File: config.mk
export PLATFORM = sky130hd
export DESIGN_NAME = zero_run_packer
export DESIGN_NICKNAME = d
export VERILOG_FILES = /design/src/hdl/zrp_pkg.sv /design/src/hdl/zrp_front.sv /design/src/hdl/zrp_queue.sv /design/src/hdl/zrp_back.sv /design/src/hdl/zero_run_packer.sv
export SDC_FILE = /design/constraint.sdc
export NUM_CORES = 2
export LEC_CHECK = 0
export BUFFER_PORTS_ARGS = -buffer_cell sky130_fd_sc_hd__buf_2
export CAP_MARGIN = 30
export CORE_MARGIN = 10
export CORE_UTILIZATION = 50
export CTS_CLUSTER_SIZE = 8
export DETAILED_ROUTE_END_ITERATION = 10
export HOLD_SLACK_MARGIN = 0.06
export PLACE_DENSITY = 0.75
export RECOVER_POWER = 100
export SLEW_MARGIN = 20
export SYNTH_ARGS = -nofsm -noshare
export SYNTH_HDL_FRONTEND = slang
export SYNTH_SLANG_ARGS = --single-unit
File: constraint.sdc
create_clock -name aclk -period 7.53 [get_ports aclk]
set_input_delay 1.1295 -clock aclk [delete_from_list [all_inputs] [get_ports aclk]]
set_output_delay 1.1295 -clock aclk [all_outputs]
set_load 0.005 [all_outputs]
File: src/hdl/zrp_pkg.sv
// Shared constants, command and store-port types for the zero-run packer.
// No dependencies; every other file but zrp_checker imports this package.
`timescale 1ns / 1ps
`default_nettype none

package zrp_pkg;

    // Literal bytes one block may hold before it is split.
    localparam int LIT_MAX   = 32;
    // Width of the leading zero counter.
    localparam int ZC_W      = 32;
    localparam int LC_W      = $clog2(LIT_MAX + 1);
    localparam int IDX_W     = $clog2(LIT_MAX);
    // Pending zeros inside a block stay below the threshold.
    localparam int TZ_W      = 5;
    localparam int CFG_W     = 5;
    localparam int SUM_W     = $clog2(LIT_MAX + (2 ** TZ_W) + 1);
    localparam int Q_DEPTH   = 4;
    localparam int Q_PTR_W   = $clog2(Q_DEPTH);
    localparam int VARINT_BITS = 7;

    localparam logic [CFG_W-1:0] RUN_THR_RST = CFG_W'(4);
    localparam logic [ZC_W-1:0]  ZC_MAX      = {ZC_W{1'b1}};

    // One pair to emit: varint(zc), varint(lc), then lc bytes of a bank.
    typedef struct packed {
        logic [ZC_W-1:0] zc;
        logic [LC_W-1:0] lc;
        logic            bank;
        logic            last_run;
        logic            eos;
    } zrp_cmd_t;

    // Literal store write from the front.
    typedef struct packed {
        logic             we;
        logic             clr;
        logic             bank;
        logic [IDX_W-1:0] idx;
        logic [7:0]       data;
    } zrp_wr_t;

    // Back has finished reading a bank.
    typedef struct packed {
        logic valid;
        logic bank;
    } zrp_done_t;

endpackage

`default_nettype wire

File: src/hdl/zrp_front.sv
// Front of the zero-run packer: takes raw bytes, tracks zero runs and blocks,
// writes literals and issues pair commands. Depends on zrp_pkg.
`timescale 1ns / 1ps
`default_nettype none

module zrp_front (
    input  wire logic                   aclk,
    input  wire logic                   aresetn,
    input  wire logic                   s_tvalid,
    output logic                        s_tready,
    input  wire logic [7:0]             s_tdata,
    input  wire logic                   s_tlast,
    input  wire logic                   cfg_we,
    input  wire logic [zrp_pkg::CFG_W-1:0] cfg_wdata,
    input  wire logic                   q_full,
    output logic                        q_push,
    output zrp_pkg::zrp_cmd_t           q_cmd,
    output zrp_pkg::zrp_wr_t            wr,
    input  wire zrp_pkg::zrp_done_t     done
);
    import zrp_pkg::*;

    logic             in_lit_reg, in_lit_next;
    logic [ZC_W-1:0]  lead_reg, lead_next;
    logic [LC_W-1:0]  lc_reg, lc_next;
    logic [TZ_W-1:0]  tz_reg, tz_next;
    logic             bank_reg, bank_next;
    logic [1:0]       busy_reg, busy_next;
    logic             pend_valid_reg, pend_valid_next;
    zrp_cmd_t         pend_cmd_reg, pend_cmd_next;
    logic [CFG_W-1:0] min_run_reg;

    logic             accept;
    logic             byte_zero;
    logic [TZ_W-1:0]  thr;
    logic [TZ_W-1:0]  tz_inc;
    logic [ZC_W-1:0]  lead_inc;
    logic [SUM_W-1:0] fill;
    logic [SUM_W-1:0] fill_s;
    logic             near_full;
    logic [ZC_W-1:0]  lead_e;
    logic             a_v, b_v, c_v;
    zrp_cmd_t         cmd_a, cmd_b, cmd_c;
    zrp_cmd_t         first_cmd, second_cmd;
    logic             first_v, second_v;
    logic [1:0]       busy_set;
    logic [1:0]       busy_clr;

    assign thr       = (min_run_reg == '0) ? TZ_W'(1) : TZ_W'(min_run_reg);
    assign byte_zero = (s_tdata == 8'h00);
    assign tz_inc    = tz_reg + TZ_W'(1);
    assign lead_inc  = lead_reg + ZC_W'(1);
    assign fill      = SUM_W'(lc_reg) + SUM_W'(tz_reg);
    assign near_full = (fill + SUM_W'(1)) > SUM_W'(LIT_MAX);

    // The current bank must be free; a nearly full block may also spill
    // into the other bank.
    assign s_tready = !q_full && !pend_valid_reg && !busy_reg[bank_reg]
                      && !(in_lit_reg && near_full && busy_reg[~bank_reg]);
    assign accept   = s_tvalid && s_tready;

    always_comb begin
        in_lit_next = in_lit_reg;
        lead_next   = lead_reg;
        lc_next     = lc_reg;
        tz_next     = tz_reg;
        bank_next   = bank_reg;
        a_v         = 1'b0;
        b_v         = 1'b0;
        c_v         = 1'b0;
        cmd_a       = '0;
        cmd_b       = '0;
        cmd_c       = '0;
        busy_set    = '0;
        wr          = '0;
        fill_s      = '0;
        lead_e      = '0;

        if (accept) begin
            if (!in_lit_reg) begin
                if (byte_zero) begin
                    lead_next = lead_inc;
                    if (lead_inc == ZC_MAX) begin
                        a_v       = 1'b1;
                        cmd_a.zc  = lead_inc;
                        lead_next = '0;
                    end
                end else begin
                    in_lit_next = 1'b1;
                    lc_next     = LC_W'(1);
                    tz_next     = '0;
                    wr.we       = 1'b1;
                    wr.clr      = 1'b1;
                    wr.bank     = bank_reg;
                    wr.idx      = '0;
                    wr.data     = s_tdata;
                end
            end else if (byte_zero) begin
                if (tz_inc >= thr) begin
                    // Run reached the threshold: close the block.
                    a_v                = 1'b1;
                    cmd_a.zc           = lead_reg;
                    cmd_a.lc           = lc_reg;
                    cmd_a.bank         = bank_reg;
                    busy_set[bank_reg] = 1'b1;
                    bank_next          = ~bank_reg;
                    in_lit_next        = 1'b0;
                    lead_next          = ZC_W'(tz_inc);
                    tz_next            = '0;
                    lc_next            = '0;
                end else begin
                    tz_next = tz_inc;
                end
            end else if (near_full) begin
                // Block full: emit it, open a new one in the other bank.
                a_v                = 1'b1;
                cmd_a.zc           = lead_reg;
                cmd_a.lc           = lc_reg;
                cmd_a.bank         = bank_reg;
                busy_set[bank_reg] = 1'b1;
                bank_next          = ~bank_reg;
                lead_next          = ZC_W'(tz_reg);
                tz_next            = '0;
                lc_next            = LC_W'(1);
                wr.we              = 1'b1;
                wr.clr             = 1'b1;
                wr.bank            = ~bank_reg;
                wr.idx             = '0;
                wr.data            = s_tdata;
            end else begin
                // Pending zeros join the block; their entries keep a clear
                // nonzero mark, so only the byte itself is written.
                lc_next = LC_W'(fill + SUM_W'(1));
                tz_next = '0;
                wr.we   = 1'b1;
                wr.bank = bank_reg;
                wr.idx  = IDX_W'(fill);
                wr.data = s_tdata;
            end

            if (s_tlast) begin
                fill_s = SUM_W'(lc_next) + SUM_W'(tz_next);
                lead_e = lead_next;
                if (in_lit_next) begin
                    b_v                 = 1'b1;
                    cmd_b.zc            = lead_next;
                    cmd_b.bank          = bank_next;
                    busy_set[bank_next] = 1'b1;
                    if (fill_s > SUM_W'(LIT_MAX)) begin
                        cmd_b.lc = lc_next;
                        lead_e   = ZC_W'(tz_next);
                    end else begin
                        cmd_b.lc = LC_W'(fill_s);
                        lead_e   = '0;
                    end
                    bank_next = ~bank_next;
                end
                if (lead_e != '0) begin
                    c_v      = 1'b1;
                    cmd_c.zc = lead_e;
                end
                in_lit_next = 1'b0;
                lead_next   = '0;
                lc_next     = '0;
                tz_next     = '0;
            end
        end
    end

    // At most two pairs per item; the second waits in pend until the queue has room.
    always_comb begin
        first_v    = a_v || b_v || c_v;
        second_v   = (a_v && (b_v || c_v)) || (b_v && c_v);
        first_cmd  = a_v ? cmd_a : (b_v ? cmd_b : cmd_c);
        second_cmd = (a_v && b_v) ? cmd_b : cmd_c;
        if (second_v) begin
            second_cmd.last_run = 1'b1;
            second_cmd.eos      = s_tlast;
        end else begin
            first_cmd.last_run = 1'b1;
            first_cmd.eos      = s_tlast;
        end

        q_push = pend_valid_reg ? !q_full : (accept && first_v);
        q_cmd  = pend_valid_reg ? pend_cmd_reg : first_cmd;

        pend_valid_next = pend_valid_reg;
        pend_cmd_next   = pend_cmd_reg;
        if (pend_valid_reg && !q_full) begin
            pend_valid_next = 1'b0;
        end
        if (accept && second_v) begin
            pend_valid_next = 1'b1;
            pend_cmd_next   = second_cmd;
        end

        busy_clr = '0;
        if (done.valid) begin
            busy_clr[done.bank] = 1'b1;
        end
        busy_next = (busy_reg & ~busy_clr) | busy_set;
    end

    always_ff @(posedge aclk) begin
        if (!aresetn) begin
            in_lit_reg     <= 1'b0;
            lead_reg       <= '0;
            lc_reg         <= '0;
            tz_reg         <= '0;
            bank_reg       <= 1'b0;
            busy_reg       <= '0;
            pend_valid_reg <= 1'b0;
            min_run_reg    <= RUN_THR_RST;
        end else begin
            in_lit_reg     <= in_lit_next;
            lead_reg       <= lead_next;
            lc_reg         <= lc_next;
            tz_reg         <= tz_next;
            bank_reg       <= bank_next;
            busy_reg       <= busy_next;
            pend_valid_reg <= pend_valid_next;
            if (cfg_we) begin
                min_run_reg <= cfg_wdata;
            end
        end
    end

    always_ff @(posedge aclk) begin
        pend_cmd_reg <= pend_cmd_next;
    end

endmodule

`default_nettype wire

File: src/hdl/zrp_queue.sv
// Short command queue between the front and back of the zero-run packer.
// Depends on zrp_pkg for the command type and depth.
`timescale 1ns / 1ps
`default_nettype none

module zrp_queue (
    input  wire logic              aclk,
    input  wire logic              aresetn,
    input  wire logic              push,
    input  wire zrp_pkg::zrp_cmd_t push_cmd,
    output logic                   full,
    input  wire logic              pop,
    output logic                   valid,
    output zrp_pkg::zrp_cmd_t      head
);
    import zrp_pkg::*;

    zrp_cmd_t             slot_reg [Q_DEPTH];
    logic [Q_PTR_W-1:0]   wp_reg, wp_next;
    logic [Q_PTR_W-1:0]   rp_reg, rp_next;
    logic [Q_PTR_W:0]     cnt_reg, cnt_next;
    logic                 do_push, do_pop;

    assign full    = (cnt_reg == (Q_PTR_W + 1)'(Q_DEPTH));
    assign valid   = (cnt_reg != '0);
    assign head    = slot_reg[rp_reg];
    assign do_push = push && !full;
    assign do_pop  = pop && valid;

    always_comb begin
        wp_next  = wp_reg;
        rp_next  = rp_reg;
        cnt_next = cnt_reg;
        if (do_push) begin
            wp_next = (wp_reg == Q_PTR_W'(Q_DEPTH - 1)) ? '0 : wp_reg + Q_PTR_W'(1);
        end
        if (do_pop) begin
            rp_next = (rp_reg == Q_PTR_W'(Q_DEPTH - 1)) ? '0 : rp_reg + Q_PTR_W'(1);
        end
        unique case ({do_push, do_pop})
            2'b10:   cnt_next = cnt_reg + (Q_PTR_W + 1)'(1);
            2'b01:   cnt_next = cnt_reg - (Q_PTR_W + 1)'(1);
            default: cnt_next = cnt_reg;
        endcase
    end

    always_ff @(posedge aclk) begin
        if (!aresetn) begin
            wp_reg  <= '0;
            rp_reg  <= '0;
            cnt_reg <= '0;
        end else begin
            wp_reg  <= wp_next;
            rp_reg  <= rp_next;
            cnt_reg <= cnt_next;
        end
    end

    always_ff @(posedge aclk) begin
        if (do_push) begin
            slot_reg[wp_reg] <= push_cmd;
        end
    end

endmodule

`default_nettype wire

File: src/hdl/zrp_back.sv
// Back of the zero-run packer: holds the two-bank literal store and turns
// each pair command into varint and literal bytes. Depends on zrp_pkg.
`timescale 1ns / 1ps
`default_nettype none

module zrp_back (
    input  wire logic              aclk,
    input  wire logic              aresetn,
    input  wire logic              q_valid,
    output logic                   q_pop,
    input  wire zrp_pkg::zrp_cmd_t q_cmd,
    input  wire zrp_pkg::zrp_wr_t  wr,
    output zrp_pkg::zrp_done_t     done,
    output logic                   m_tvalid,
    input  wire logic              m_tready,
    output logic [7:0]             m_tdata,
    output logic                   m_tlast,
    output logic                   m_tuser
);
    import zrp_pkg::*;

    typedef enum logic [1:0] {
        ST_IDLE,
        ST_ZC,
        ST_LC,
        ST_LIT
    } state_t;

    state_t           state_reg, state_next;
    logic [ZC_W-1:0]  val_reg, val_next;
    logic [LC_W-1:0]  lc_reg, lc_next;
    logic             bank_reg, bank_next;
    logic             last_run_reg, last_run_next;
    logic             eos_reg, eos_next;
    logic [IDX_W-1:0] idx_reg, idx_next;
    logic             m_valid_reg, m_valid_next;
    logic [7:0]       m_data_reg, m_data_next;
    logic             m_last_reg, m_last_next;
    logic             m_eos_reg, m_eos_next;

    logic [7:0]         lit_mem [2][LIT_MAX];
    logic [LIT_MAX-1:0] nz_reg [2];
    logic [LIT_MAX-1:0] nz_wr;
    logic [7:0]         rd_byte_reg;
    logic               rd_nz_reg;

    logic       out_ready;
    logic       more;
    logic [7:0] vbyte;
    logic       idx_last;

    assign out_ready = !m_valid_reg || m_tready;
    assign more      = |val_reg[ZC_W-1:VARINT_BITS];
    assign vbyte     = {more, val_reg[VARINT_BITS-1:0]};
    assign idx_last  = (LC_W'(idx_reg) + LC_W'(1)) == lc_reg;

    assign m_tvalid = m_valid_reg;
    assign m_tdata  = m_data_reg;
    assign m_tlast  = m_last_reg;
    assign m_tuser  = m_eos_reg;

    always_comb begin
        state_next    = state_reg;
        val_next      = val_reg;
        lc_next       = lc_reg;
        bank_next     = bank_reg;
        last_run_next = last_run_reg;
        eos_next      = eos_reg;
        idx_next      = idx_reg;
        m_valid_next  = m_valid_reg && !m_tready;
        m_data_next   = m_data_reg;
        m_last_next   = m_last_reg;
        m_eos_next    = m_eos_reg;
        q_pop         = 1'b0;
        done          = '0;

        unique case (state_reg)
            ST_IDLE: begin
                if (q_valid) begin
                    q_pop         = 1'b1;
                    val_next      = q_cmd.zc;
                    lc_next       = q_cmd.lc;
                    bank_next     = q_cmd.bank;
                    last_run_next = q_cmd.last_run;
                    eos_next      = q_cmd.eos;
                    idx_next      = '0;
                    state_next    = ST_ZC;
                end
            end
            ST_ZC: begin
                if (out_ready) begin
                    m_valid_next = 1'b1;
                    m_data_next  = vbyte;
                    m_last_next  = 1'b0;
                    m_eos_next   = 1'b0;
                    if (more) begin
                        val_next = val_reg >> VARINT_BITS;
                    end else begin
                        val_next   = ZC_W'(lc_reg);
                        state_next = ST_LC;
                    end
                end
            end
            ST_LC: begin
                if (out_ready) begin
                    m_valid_next = 1'b1;
                    m_data_next  = vbyte;
                    m_last_next  = 1'b0;
                    m_eos_next   = 1'b0;
                    if (more) begin
                        val_next = val_reg >> VARINT_BITS;
                    end else if (lc_reg == '0) begin
                        m_last_next = last_run_reg;
                        m_eos_next  = eos_reg;
                        state_next  = ST_IDLE;
                    end else begin
                        state_next = ST_LIT;
                    end
                end
            end
            ST_LIT: begin
                if (out_ready) begin
                    m_valid_next = 1'b1;
                    m_data_next  = rd_nz_reg ? rd_byte_reg : 8'h00;
                    m_last_next  = 1'b0;
                    m_eos_next   = 1'b0;
                    if (idx_last) begin
                        m_last_next = last_run_reg;
                        m_eos_next  = eos_reg;
                        done.valid  = 1'b1;
                        done.bank   = bank_reg;
                        state_next  = ST_IDLE;
                    end else begin
                        idx_next = idx_reg + IDX_W'(1);
                    end
                end
            end
        endcase
    end

    always_ff @(posedge aclk) begin
        if (!aresetn) begin
            state_reg   <= ST_IDLE;
            m_valid_reg <= 1'b0;
        end else begin
            state_reg   <= state_next;
            m_valid_reg <= m_valid_next;
        end
        val_reg      <= val_next;
        lc_reg       <= lc_next;
        bank_reg     <= bank_next;
        last_run_reg <= last_run_next;
        eos_reg      <= eos_next;
        idx_reg      <= idx_next;
        m_data_reg   <= m_data_next;
        m_last_reg   <= m_last_next;
        m_eos_reg    <= m_eos_next;
    end

    // A new block clears its bank's nonzero marks; zero literals are never
    // written, they read back through a clear mark.
    assign nz_wr = (wr.clr ? '0 : nz_reg[wr.bank])
                   | (wr.we ? (LIT_MAX'(1) << wr.idx) : '0);

    // Read ahead at the next index so the byte is ready when it is sent.
    always_ff @(posedge aclk) begin
        if (wr.we) begin
            lit_mem[wr.bank][wr.idx] <= wr.data;
        end
        if (wr.we || wr.clr) begin
            nz_reg[wr.bank] <= nz_wr;
        end
        rd_byte_reg <= lit_mem[bank_next][idx_next];
        rd_nz_reg   <= nz_reg[bank_next][idx_next];
    end

endmodule

`default_nettype wire

File: src/hdl/zero_run_packer.sv
// Top level of the zero-run packer: front, command queue and back.
// Depends on zrp_pkg, zrp_front, zrp_queue and zrp_back.
//
//  Channel  Direction  Signals                          Carries
//  s_       in         s_tvalid s_tready s_tdata s_tlast  raw body bytes
//  m_       out        m_tvalid m_tready m_tdata m_tlast  packed bytes
//                      m_tuser
//  cfg_     in         cfg_we cfg_wdata                  zero run threshold
//
// Packed bytes leave at one per cycle while the receiver keeps m_tready
// high, with a stop in the idle state per pair to fetch the next command
// from the queue; an item causes up to two pairs.
// s_tready drops while a second pair waits to enter the queue, while the
// queue is full, or while the back still reads the literal bank the front
// needs next.
// aresetn is synchronous and active low; it clears the control state and
// sets the zero run threshold to 4. The literal store is not cleared.
`timescale 1ns / 1ps
`default_nettype none

module zero_run_packer (
    input  wire logic                      aclk,
    input  wire logic                      aresetn,
    // input item: [7:0] data_byte
    input  wire logic                      s_tvalid,
    output logic                           s_tready,
    input  wire logic [7:0]                s_tdata,
    // last_byte
    input  wire logic                      s_tlast,
    // result item: [7:0] packed_byte
    output logic                           m_tvalid,
    input  wire logic                      m_tready,
    output logic [7:0]                     m_tdata,
    // last_of_run
    output logic                           m_tlast,
    // [0] end_of_stream
    output logic                           m_tuser,
    input  wire logic                      cfg_we,
    input  wire logic [zrp_pkg::CFG_W-1:0] cfg_wdata
);
    import zrp_pkg::*;

    logic      q_push;
    zrp_cmd_t  q_push_cmd;
    logic      q_full;
    logic      q_pop;
    logic      q_valid;
    zrp_cmd_t  q_head;
    zrp_wr_t   lit_wr;
    zrp_done_t lit_done;

    // Classify bytes, keep block state, write literals, issue pairs.
    zrp_front u_front (
        .aclk      (aclk),
        .aresetn   (aresetn),
        .s_tvalid  (s_tvalid),
        .s_tready  (s_tready),
        .s_tdata   (s_tdata),
        .s_tlast   (s_tlast),
        .cfg_we    (cfg_we),
        .cfg_wdata (cfg_wdata),
        .q_full    (q_full),
        .q_push    (q_push),
        .q_cmd     (q_push_cmd),
        .wr        (lit_wr),
        .done      (lit_done)
    );

    // Hold pair commands so the front runs ahead of the output.
    zrp_queue u_queue (
        .aclk     (aclk),
        .aresetn  (aresetn),
        .push     (q_push),
        .push_cmd (q_push_cmd),
        .full     (q_full),
        .pop      (q_pop),
        .valid    (q_valid),
        .head     (q_head)
    );

    // Emit varints and literal bytes; release a bank when it is read out.
    zrp_back u_back (
        .aclk     (aclk),
        .aresetn  (aresetn),
        .q_valid  (q_valid),
        .q_pop    (q_pop),
        .q_cmd    (q_head),
        .wr       (lit_wr),
        .done     (lit_done),
        .m_tvalid (m_tvalid),
        .m_tready (m_tready),
        .m_tdata  (m_tdata),
        .m_tlast  (m_tlast),
        .m_tuser  (m_tuser)
    );

endmodule

`default_nettype wire

==> metrics.yaml <==
global_routing:
  grt_pass1_vias: 26500
  antenna_found_initial: 0
  grt_usage_pct: 21.6
  grt_first_pass_wirelength_mm: 159
  overflow: 0
  grt_max_degree: 125
worst_setup_path:
  cp-start-kind: "flip-flop"
  cp_num_buf_inv: 4
  worstPathMaxFanout: 23
  cp-startpoint: "u_front.lc_reg[0]"
  cpLargestDelayFamily: "simple AND/OR/NAND/NOR gates"
  rrSetupSlack_ns: 0.47
  worstSetupEndpointType: "flip-flop"
  rr_worst_depth: 17
  worstPathRequired_ns: 7.94
  crit_slowest_cell: "nor2b_2"
  cp.arrival_ns: 7.47
  r2r-end: "u_queue.slot_reg[1][37]"
  path_cells: "ha_1 -> fa_1 -> nand2_1 -> nor2_1 -> nand2_1 -> or4_1 -> and3_1 -> a21oi_2 -> inv_1 -> clkbuf_1 -> a21oi_1 -> or2_0 -> clkbuf_1 -> and2_0 -> a221oi_4 -> nor2b_2 -> buf_12"
  r2r_start: "u_front.lc_reg[0]"
  crit_type: "reg2reg"
  cp_slowest_stage_delay_ns: 0.95
timing:
  rsz0062_at_grt: "no"
  relSlewSlack_pct: -143
  hold_viol_final: 0
  post-route-min-period_ns: 7.06
  final_max_slew_viol_count: 305
  min_period_over_period_pct: 93.7
  setup-tns-final_ns: 0
  worst_slew_pin_slew_ns: 3.64
  setup_viol: 0
  skew_ns: 0.0421
  finalWorstSetupSlack_ns: 0.473
  fmax_mhz: 142
hold_path:
  worst_hold_path_type: "reg2reg"
  whs_path_depth: 2
  hp-start: "u_queue.wp_reg[1]"
  holdPathEnd: "u_queue.wp_reg[1]"
clock_network:
  ctsResizeCount: 0
  clk_pin_slew_ns: 0.05
  htreeDepth: 4
  clkLatencyLatePin_ns: 0.74
  cts_setup_buffers: 0
  cts.path.max_buffers: 3
  cts_buffers: 133
  cts_hold_buf: 0
  cts_tree: "done"
  clock_sinks: 911
  clockRootBuffer: "clkbuf_16"
power_and_ir_drop:
  p_leak_nw: 15.1
  p_total_mw: 15.7
  max-vdd-ir-drop_mv: 0.374
  p_per_area_nw_per_um2: 337
detailed_routing:
  num_vias: 26800
  drc: 0
  wire_per_inst_um: 24.1
  ant_nets: 0
  vias_per_cell: 6.23
  wirelength_mm: 103
  drt_first_pass_iters: 7
  drt-initial-drc-count: 3194
logic_synthesis:
  synth_nets: 3171
  ys_types: 83
  synthCells: 3113
  synth_area_leader_cell: "edfxtp_1"
  synthTopCellsByArea: "edfxtp_1 (61%), mux2i_1 (4.4%), dfxtp_1 (3.9%)"
  synth_edf_count: 831
  yosysWarnings: 0
  syn_area_per_cell_um2: 13.2
  synth_top_area_share_pct: 60.6
  synth_area_um2: 41200
  synth-seq-cells: 911
  synth-async-reset-ratio_pct: 0
  yosysSeqAreaShare_pct: 64.5
  ys.flop_type: "edfxtp_1"
placed_design:
  place_ws_ns: 0.689
  io_buffers: 30
  dp_hpwl_mm: 66.1
  place_congestion: 0.963
  dp.cells: 4093
outcome:
  run_status: "finished, violations left"
  violations: "capacitance limit, slew limit"
cells_and_area:
  finalNonFillerCells: 4292
  layout_commonest_cell: "edfxtp_1"
  diodes: 0
  largest_reg_flops: 512
  layout.nets: 3219
  drive_above_1_share_pct: 12.7
  area_growth_pct: 12.8
  layout_common_cells: "edfxtp_1 (831), nand2_1 (259), mux2i_1 (181)"
die:
  start_util_pct: 50.3
  ioPinCount: 31
  coreArea_um2: 81800
  rows: 105
  die_area_um2: 94200
  fp.dieH_um: 307
  die_w_um: 307
job:
  cap_viol_max_count: 9
-- metal layers --
layer  vias to the layer above  share of wire [%]  track usage, %  wire length [um]
met3                       237                7.3            4.35              7500
met1                     13300                 41            28.6             42700
met4                         0                3.7            8.31              3840
li1                      12000                  -               -                 -
met5                         -                  0               0                 0
met2                      1190                 48            35.0             49400
-- synth_stat cells (9+ instances only) --
master	number
edfxtp_1	831
nand2_1	259
mux2i_1	181
nor2_1	166
o21ai_0	164
a21oi_1	161
clkbuf_1	155
and2_1	97
dfxtp_1	80
a211oi_1	73
mux2_2	71
mux4_2	56
nor3_1	55
a22oi_1	53
a22o_1	47
inv_1	44
buf_1	43
nor2b_1	41
o211ai_1	40
o22ai_1	39
nand3_1	37
ha_1	36
nand4_1	33
and2_0	27
nor4_1	26
xnor2_1	26
o221ai_1	25
xor2_1	22
a31oi_1	17
and3_1	16
nand2b_1	16
o31ai_1	13
or2_2	12
a21o_1	11
o31a_1	9
or4_1	9
-- worst reg2reg max path: cells and delay by family (launching register included) --
family | cells | cell delay, ns
fa+ha+maj | 2 | 0.92
compound gates | 3 | 0.95
flops | 1 | 0.34
simple gates | 8 | 3.16
buf+inv | 4 | 1.41
-- worst max path at each step --
stage	cells after the start	end	slack, ns
finish	17	u_queue.slot_reg[1][37]	0.47
global route	15	u_back.lit_mem[0][38]	0.06
CTS	24	u_queue.slot_reg[1][0]	0.64
detailed placement	24	u_front.pend_cmd_reg[33]	0.69
global placement	23	u_front.pend_cmd_reg[33]	0.90
floorplan	25	u_queue.slot_reg[0][0]	0.28
-- where the power goes --
group / internal, mW / switching [mW] / total, mW
logic: 1.23 / 2.46 / 3.70
registers: 6.29 / 0.220 / 6.51
clock network: 3.30 / 2.17 / 5.48
total: 10.8 / 4.86 / 15.7
-- final cells by class --
type                    count  area, um2
well taps                1070       1340
inverters                  47        184
flip-flops and latches    911      26600
repair buffers            128        835
clock buffers             178       3520
clock inverters            18        337
multi-input cells        1940      13700
fillers                  6311      35400
-- cells by family after synthesis --
logic type / synth area share, %
mux: 9.40
fa+ha+maj: 1.24
xor+xnor: 1.02
simple gates: 10.1
flops: 64.5
compound gates: 11.2
buf+inv: 2.50
-- metrics by stage --
stage          area (um2)  hold WS (ns)  utilization, %
2_1_floorplan       41200         0.471               -
3_3_place_gp        42700         0.489            52.2
3_5_place_dp        42800         0.510            52.3
4_1_cts             46700         0.518            57.0
5_1_grt             46500         0.554            56.8
6_report            46500         0.514            56.8
(Power assumes the default switching activity.)
